### config.mk
export PLATFORM = sky130hd
export DESIGN_NAME = aes_round_cell
export DESIGN_NICKNAME = d
export VERILOG_FILES = /design/src/design/aes_pkg.sv /design/src/design/aes_round_cell.sv
export SDC_FILE = /design/constraint.sdc
export NUM_CORES = 2
export LEC_CHECK = 0
export BUFFER_PORTS_ARGS = -buffer_cell sky130_fd_sc_hd__buf_4
export CAP_MARGIN = 20
export CORE_UTILIZATION = 35
export DETAILED_ROUTE_END_ITERATION = 6
export RECOVER_POWER = 25
export REMOVE_ABC_BUFFERS = 1
export SYNTH_ARGS = -nofsm -noshare
export SYNTH_HDL_FRONTEND = slang
export SYNTH_SLANG_ARGS = --single-unit
### constraint.sdc
create_clock -name clk -period 0.8 [get_ports clk]
set_input_delay 0.04 -clock clk [delete_from_list [all_inputs] [get_ports clk]]
set_output_delay 0.04 -clock clk [all_outputs]
set_load 0.05 [all_outputs]
### src/design/aes_pkg.sv
// Shared types, S-box table and round helpers for the AES-128 encrypt core.
// No dependencies; used by every module in this folder.
package aes_pkg;

	localparam int unsigned NumRounds = 10;
	localparam int unsigned CfgIdxW   = 1;
	localparam int unsigned CfgDataW  = 64;

	localparam logic [CfgIdxW-1:0] RegKeyHigh = 1'b0;
	localparam logic [CfgIdxW-1:0] RegKeyLow  = 1'b1;

	typedef struct packed {
		logic [63:0] block_high;
		logic [63:0] block_low;
	} in_beat_t;

	typedef struct packed {
		logic [63:0] cipher_high;
		logic [63:0] cipher_low;
	} out_beat_t;

	typedef logic [127:0] word128_t;

	localparam logic [7:0] SBOX [256] = '{
		8'h63, 8'h7c, 8'h77, 8'h7b, 8'hf2, 8'h6b, 8'h6f, 8'hc5,
		8'h30, 8'h01, 8'h67, 8'h2b, 8'hfe, 8'hd7, 8'hab, 8'h76,
		8'hca, 8'h82, 8'hc9, 8'h7d, 8'hfa, 8'h59, 8'h47, 8'hf0,
		8'had, 8'hd4, 8'ha2, 8'haf, 8'h9c, 8'ha4, 8'h72, 8'hc0,
		8'hb7, 8'hfd, 8'h93, 8'h26, 8'h36, 8'h3f, 8'hf7, 8'hcc,
		8'h34, 8'ha5, 8'he5, 8'hf1, 8'h71, 8'hd8, 8'h31, 8'h15,
		8'h04, 8'hc7, 8'h23, 8'hc3, 8'h18, 8'h96, 8'h05, 8'h9a,
		8'h07, 8'h12, 8'h80, 8'he2, 8'heb, 8'h27, 8'hb2, 8'h75,
		8'h09, 8'h83, 8'h2c, 8'h1a, 8'h1b, 8'h6e, 8'h5a, 8'ha0,
		8'h52, 8'h3b, 8'hd6, 8'hb3, 8'h29, 8'he3, 8'h2f, 8'h84,
		8'h53, 8'hd1, 8'h00, 8'hed, 8'h20, 8'hfc, 8'hb1, 8'h5b,
		8'h6a, 8'hcb, 8'hbe, 8'h39, 8'h4a, 8'h4c, 8'h58, 8'hcf,
		8'hd0, 8'hef, 8'haa, 8'hfb, 8'h43, 8'h4d, 8'h33, 8'h85,
		8'h45, 8'hf9, 8'h02, 8'h7f, 8'h50, 8'h3c, 8'h9f, 8'ha8,
		8'h51, 8'ha3, 8'h40, 8'h8f, 8'h92, 8'h9d, 8'h38, 8'hf5,
		8'hbc, 8'hb6, 8'hda, 8'h21, 8'h10, 8'hff, 8'hf3, 8'hd2,
		8'hcd, 8'h0c, 8'h13, 8'hec, 8'h5f, 8'h97, 8'h44, 8'h17,
		8'hc4, 8'ha7, 8'h7e, 8'h3d, 8'h64, 8'h5d, 8'h19, 8'h73,
		8'h60, 8'h81, 8'h4f, 8'hdc, 8'h22, 8'h2a, 8'h90, 8'h88,
		8'h46, 8'hee, 8'hb8, 8'h14, 8'hde, 8'h5e, 8'h0b, 8'hdb,
		8'he0, 8'h32, 8'h3a, 8'h0a, 8'h49, 8'h06, 8'h24, 8'h5c,
		8'hc2, 8'hd3, 8'hac, 8'h62, 8'h91, 8'h95, 8'he4, 8'h79,
		8'he7, 8'hc8, 8'h37, 8'h6d, 8'h8d, 8'hd5, 8'h4e, 8'ha9,
		8'h6c, 8'h56, 8'hf4, 8'hea, 8'h65, 8'h7a, 8'hae, 8'h08,
		8'hba, 8'h78, 8'h25, 8'h2e, 8'h1c, 8'ha6, 8'hb4, 8'hc6,
		8'he8, 8'hdd, 8'h74, 8'h1f, 8'h4b, 8'hbd, 8'h8b, 8'h8a,
		8'h70, 8'h3e, 8'hb5, 8'h66, 8'h48, 8'h03, 8'hf6, 8'h0e,
		8'h61, 8'h35, 8'h57, 8'hb9, 8'h86, 8'hc1, 8'h1d, 8'h9e,
		8'he1, 8'hf8, 8'h98, 8'h11, 8'h69, 8'hd9, 8'h8e, 8'h94,
		8'h9b, 8'h1e, 8'h87, 8'he9, 8'hce, 8'h55, 8'h28, 8'hdf,
		8'h8c, 8'ha1, 8'h89, 8'h0d, 8'hbf, 8'he6, 8'h42, 8'h68,
		8'h41, 8'h99, 8'h2d, 8'h0f, 8'hb0, 8'h54, 8'hbb, 8'h16
	};

	localparam logic [7:0] RCON [NumRounds] = '{
		8'h01, 8'h02, 8'h04, 8'h08, 8'h10, 8'h20, 8'h40, 8'h80, 8'h1b, 8'h36
	};

	function automatic logic [7:0] gf_double(input logic [7:0] v);
		return {v[6:0], 1'b0} ^ (v[7] ? 8'h1b : 8'h00);
	endfunction

	// byte i of the FIPS state sits at bits [127-8i -: 8]
	function automatic logic [7:0] get_byte(input word128_t w, input int unsigned i);
		return w[127 - 8 * i -: 8];
	endfunction

	function automatic word128_t next_round_key(input word128_t k, input logic [7:0] rc);
		logic [7:0] kb [16];
		logic [7:0] t [4];
		word128_t   r;
		for (int i = 0; i < 16; i++) kb[i] = get_byte(k, i);
		t[0] = SBOX[kb[13]] ^ rc;
		t[1] = SBOX[kb[14]];
		t[2] = SBOX[kb[15]];
		t[3] = SBOX[kb[12]];
		for (int i = 0; i < 4; i++) kb[i] = kb[i] ^ t[i];
		for (int i = 4; i < 16; i++) kb[i] = kb[i] ^ kb[i - 4];
		for (int i = 0; i < 16; i++) r[127 - 8 * i -: 8] = kb[i];
		return r;
	endfunction

	function automatic word128_t cipher_round(input word128_t s, input word128_t k,
			input logic last);
		logic [7:0] sb [16];
		logic [7:0] a0, a1, a2, a3, all;
		word128_t   r;
		for (int c = 0; c < 4; c++)
			for (int rw = 0; rw < 4; rw++)
				sb[c * 4 + rw] = SBOX[get_byte(s, ((c + rw) % 4) * 4 + rw)];
		if (!last) begin
			for (int c = 0; c < 4; c++) begin
				a0 = sb[4 * c]; a1 = sb[4 * c + 1]; a2 = sb[4 * c + 2]; a3 = sb[4 * c + 3];
				all = a0 ^ a1 ^ a2 ^ a3;
				sb[4 * c]     = a0 ^ all ^ gf_double(a0 ^ a1);
				sb[4 * c + 1] = a1 ^ all ^ gf_double(a1 ^ a2);
				sb[4 * c + 2] = a2 ^ all ^ gf_double(a2 ^ a3);
				sb[4 * c + 3] = a3 ^ all ^ gf_double(a3 ^ a0);
			end
		end
		for (int i = 0; i < 16; i++) r[127 - 8 * i -: 8] = sb[i];
		return r ^ k;
	endfunction

endpackage

### src/design/aes_round_cell.sv
// One round cell: expands its round key and applies one cipher round.
// Depends on aes_pkg; instantiated in a row by the top level.
module aes_round_cell #(
	parameter logic [7:0] RC   = 8'h01,
	parameter bit         LAST = 1'b0
) (
	input  logic              clk,
	input  logic              arst_n,
	input  logic              valid_in,
	input  aes_pkg::word128_t state_in,
	input  aes_pkg::word128_t key_in,
	output logic              valid_out,
	output aes_pkg::word128_t state_out,
	output aes_pkg::word128_t key_out
);

	aes_pkg::word128_t rkey;

	assign rkey = aes_pkg::next_round_key(key_in, RC);

	always_ff @(posedge clk or negedge arst_n) begin
		if (!arst_n) begin
			valid_out <= 1'b0;
		end else begin
			valid_out <= valid_in;
		end
	end

	always_ff @(posedge clk) begin
		state_out <= aes_pkg::cipher_round(state_in, rkey, LAST);
		key_out   <= rkey;
	end

endmodule

======== After elaboration in Yosys (flattened, before gate mapping) ========
Memory sizes are Yosys's and may differ from the RTL's.
Cells that the tools add are included.
operators by class
  divide/modulo/power cells ............... 0
  equality and inequality tests ........... 0
  multipliers ............................. 0
  multiplexer cells ....................... 56
  bitwise gates (word level) .............. 110
  shift operators ......................... 0
  order comparisons ....................... 20
  add/subtract/negate cells ............... 0
  reductions and logical operators ........ 0
operators by type and width
  kind                                                       number
  XOR 8 bit                                                  72
  two-way mux 8 bit                                          40
  greater-or-equal comparator 9 bit (second input constant)  20
  inverter 8 -> 9 bit                                        20
  XOR 128 bit                                                1
  XOR 8 x 5 -> 8 bit                                         16
  two-way mux 5 bit                                          16
  inverter 1 bit                                             1
word-level totals
  output and inout port bits .............. 257
  bits in read-only memories .............. 40,960
  register bits after elaboration ......... 257
  word-level logic and storage cells ...... 209
  memories kept ........................... 20
  bits of input ports ..................... 259
  memory bits (writable) .................. 0
  bits in latches ......................... 0
memories
  memory            depth  width  read ports  clocked after memory_dff  write ports  RTL line       source
  (name not given)  256    8      1           0                         0            aes_pkg.sv:94  sb[c * 4 + rw] = SBOX[get_byte(s, ((c + rw) % 4) * 4 + rw)];
  (name not given)  256    8      1           0                         0            aes_pkg.sv:94
  (name not given)  256    8      1           0                         0            aes_pkg.sv:94
  (name not given)  256    8      1           0                         0            aes_pkg.sv:94
  (name not given)  256    8      1           0                         0            aes_pkg.sv:94
  (name not given)  256    8      1           0                         0            aes_pkg.sv:94
  14 more memories  --     --     --          --                        --           --

======== Depth between registers and ports, before layout ========
  word-level depth ........................ 10
  mapped depth ............................ 16
  gate-level depth less buffers ........... 11

======== Worst setup path before layout ========
OpenSTA, ideal clock, no wires.
  path type ............................... input to register
  from .................................... input port state_in[56]
  to ...................................... register state_out[50]
  stages on the path ...................... 14
  arrival ................................. 3.731 ns
  required time ........................... 0.671 ns
  slack ................................... -3.061 ns
  cells stage by stage .................... clkbuf_1 > clkbuf_1 > clkbuf_1 > inv_1 > ha_1 > clkbuf_1 > mux2_2 > mux4_2 > a221oi_1 > o32ai_1 > xnor2_1 > xnor3_1 > xnor2_1 > xnor3_1
between the ends
  longest elaborated chain between the ends .. 10
RTL lines
  what                                                  RTL line              source
  start: declaration                                    aes_round_cell.sv:10  input aes_pkg::word128_t state_in,
  inverter 8 -> 9 bit (implied by the code)             aes_pkg.sv:94
  memory read (256 x 8 bit)                             --
  two-way mux 8 bit (implied by the code) (2 in a row)  aes_pkg.sv:94
  XOR 8 bit (3 in a row)                                aes_pkg.sv:98         all = a0 ^ a1 ^ a2 ^ a3;
  XOR 8 bit (2 in a row)                                aes_pkg.sv:100        sb[4 * c + 1] = a1 ^ all ^ gf_double(a1 ^ a2);
  XOR 128 bit                                           aes_pkg.sv:106        return r ^ k;
  end signal: assignment                                aes_round_cell.sv:30  state_out <= aes_pkg::cipher_round(state_in, rkey, LAST);
  end: declaration                                      aes_round_cell.sv:13  output aes_pkg::word128_t state_out,
Every way passes these cells. The select of a mux whose other input is x is not followed.

======== Worst setup path in the final report ========
  from .................................... input port key_in[8]
  to ...................................... register state_out[117]
between the ends
  longest elaborated chain between the ends .. 6
RTL lines
  what                                                  RTL line              source
  start: declaration                                    aes_round_cell.sv:11  input aes_pkg::word128_t key_in,
  inverter 8 -> 9 bit (implied by the code)             aes_pkg.sv:78         t[1] = SBOX[kb[14]];
  memory read (256 x 8 bit)                             --
  two-way mux 8 bit (implied by the code) (2 in a row)  aes_pkg.sv:78
  XOR 8 bit                                             aes_pkg.sv:81         for (int i = 0; i < 4; i++) kb[i] = kb[i] ^ t[i];
  XOR 128 bit                                           aes_pkg.sv:106
Every way passes these cells. The select of a mux whose other input is x is not followed.

==> results.sh <==
export IMPL_status="complete, but fails checks"
export IMPL_violations="hold timing, setup timing"
export IMPL_critPathKind="input port to flip-flop"
export IMPL_setup_viol=513
export IMPL_instances_no_fill=19100
export IMPL_worst_hold_startpoint="key_in[84]"
export IMPL_nNetsFinal=16500
export IMPL_floorplan_die_width_um=481
export IMPL_power_total_w=0.216
export IMPL_dr_pass1_iters=7
export IMPL_cp_end_kind="flip-flop"
export IMPL_period_share=3.48
export IMPL_routed_via_count=121000
export IMPL_met2_usage=0.680
export IMPL_synth_area_um2=80300
export IMPL_synthCells=11500
export IMPL_wl_per_cell_um=29.5
export IMPL_synth_largest_area_cell="mux4_2"
export IMPL_cts_tree="yes"
export IMPL_io_buffers=515
export IMPL_drc_errors=0
export IMPL_path_max_fanout=21
export IMPL_synthTopCellsByArea="mux4_2 7.1%, dfxtp_1 6.4%, a21oi_1 5.8%"
export IMPL_async_flop_share=0.00389
export IMPL_hpwl_um=443000
export IMPL_whs_path_depth=3
export IMPL_grt_pass1_vias=114000
export IMPL_clkSinkCount=257
export IMPL_use_met1=0.586
export IMPL_ir_drop_mv=2.12
export IMPL_worst_slack_ps=-1990
export IMPL_max_slew_margin=0.160
export IMPL_synth_avg_cell_area_um2=6.99
export IMPL_p_per_area_nw_per_um2=1530
export IMPL_grt_pass1_wl_um=796000
export IMPL_synth_seq_cells=257
export IMPL_whs_endpoint="key_out[84]$_DFF_P_"
export IMPL_syn_to_final_growth_pct=75.5
export IMPL_grtUsageTotal=0.456
export IMPL_grt_busiest_layer="met2"
export IMPL_finalHoldViolCount=61
export IMPL_routed_wl_um=562000
export IMPL_worst_ep_required_time_ps=1370
export IMPL_yosys_warnings=0
export IMPL_drv_slew=0
export IMPL_cts_root_buffer_cell="clkbuf_16"
export IMPL_cts_max_level=2
export IMPL_p_leak_nw=60.7
export IMPL_clockBufferDepth=3
export IMPL_via_per_inst=6.36
export IMPL_dp_cells=18500
export IMPL_ys_flop_type="dfxtp_1"
export IMPL_netlist_area_leader_share=0.0715
export IMPL_critPathLaunchType="input port"
export IMPL_drive_gt1_frac=0.492
export IMPL_die_h_um=481
export IMPL_antenna_found_initial=26
export IMPL_gp_congestion=1.08
export IMPL_io_pins=516
export IMPL_cp_data_arrival_time_ps=3350
export IMPL_numCtsBuffers=39
export IMPL_worst_pin_slew_ps=1260
export IMPL_grt_setup_unrepaired="true"
export IMPL_synth_cell_types=118
export IMPL_grtUsageMet3=0.0987
export IMPL_grt_max_degree=39
export IMPL_drt_iter0_markers=17100
export IMPL_hold_path_class="input port to flip-flop"
export IMPL_synth_seq_area_share=0.0641
export IMPL_final_cell_mix="4957 x buf_4, 831 x a21oi_1, 763 x nand2_1, 753 x o21ai_0, 696 x nor2_1"
export IMPL_final_common_cell="buf_4"
export IMPL_floorplan_rows=175
export IMPL_fmax_mhz=359
export IMPL_ant_nets=0
export IMPL_fp_dieArea_um2=231000
export IMPL_drv_cap=0
export IMPL_coreArea_um2=228000
export IMPL_finalCriticalPeriod_ps=2790
export IMPL_grt_overflow=0
export IMPL_cts_clk_slew_worst_paths_ps=70
export IMPL_worst_hold_slack_ps=-282
export IMPL_start_util=0.353
export IMPL_synth_edff_count=0
-- synth_stat cells, types with 256 or more instances --
library cell,instances
nor3_1,372
xnor2_1,371
buf_2,427
ha_1,290
nand3_1,394
o21ai_0,904
nand2_1,822
nor2_1,803
nor2b_1,352
clkbuf_1,750
nand2b_1,431
o211ai_1,266
a21oi_1,926
a31oi_1,296
dfxtp_1,256
-- where the power goes --
part	internal (W)	total [W]	leakage, nW	switching [W]
registers	0.0188	0.0233	2.17	0.00449
clock network	0.0109	0.0193	0.676	0.00844
logic	0.0787	0.174	57.8	0.0949
-- per-layer routing --
layer	vias to the layer above	part of all wire	wire (µm)
li1	52500	-	-
met5	-	0.00024	134
met2	8919	0.42	236000
met4	22	0.084	47300
met3	1931	0.11	63500
met1	57700	0.38	215000
-- worst max path at each step --
stage | startpoint | endpoint | slack, ps | depth (start not counted)
2_1_floorplan | state_in[112] | state_out[24]$_DFF_P_ | -2630 | 11
3_5_place_dp | key_in[24] | state_out[37]$_DFF_P_ | -3360 | 17
4_1_cts | key_in[8] | state_out[21]$_DFF_P_ | -1960 | 15
6_report | key_in[8] | state_out[117]$_DFF_P_ | -1990 | 16
3_3_place_gp | key_in[24] | state_out[37]$_DFF_P_ | -3340 | 17
5_1_grt | key_in[8] | state_out[117]$_DFF_P_ | -2050 | 17
-- what timing repair did --
item,in CTS,in global routing
cloned,9,3
endpoints found under the setup margin,513,513
hold buffers,30,1
setup buffers,283,207
pin swaps,486,545
hold endpoints to repair,128,66
gates resized for setup,1889,1086
-- cells by family after synthesis --
group                      Yosys count  share of synthesized area
AOI/OAI and AO/OA                 4306                      0.366
buffers and inverters             1635                     0.0882
and+or+nand+nor                   3877                      0.244
adders and majority gates          290                     0.0452
DFF                                257                     0.0641
muxes                              448                     0.0967
xor gates and xnor gates           685                     0.0964
-- registers in the layout, summed over array words and instances (netlist names) --
signal and flops:
key_out 128, valid_out 1, state_out 128
-- worst max-delay path, stage by stage --
cell and delay, ps:
buf_12 100, buf_8 230, ha_2 260, or2_2 190, nand2_1 130, mux4_2 460
mux4_2 480, mux2i_2 210, buf_6 170, buf_4 110, buf_4 90, xnor2_1 170
buf_12 180, xor2_4 190, xnor2_2 160, xnor2_1 150
-- cell type report --
type	instances	area [µm²]
fill	20500	86800
multi-input combinational	9606	79000
timing repair buffer	5844	50500
sequential	257	5150
tap	3009	3760
inverter	250	1130
clock buffer	50	1100
clock inverter	21	270
antenna	13	32.5
-- through the flow --
stage / TNS [ps] / instance area (µm²) / setup slack [ps] / util / hold WS, ps
6_report: -531350 / 141000 / -1990 / 0.619 / -282
5_1_grt: -546160 / 141000 / -2050 / 0.619 / -308
4_1_cts: -519850 / 134000 / -1960 / 0.590 / -295
3_5_place_dp: -655180 / 121000 / -3360 / 0.533 / -182
3_3_place_gp: -655480 / 121000 / -3340 / 0.533 / -185
2_1_floorplan: -495350 / 74200 / -2630 / - / -256
(Power assumes the default switching activity.)
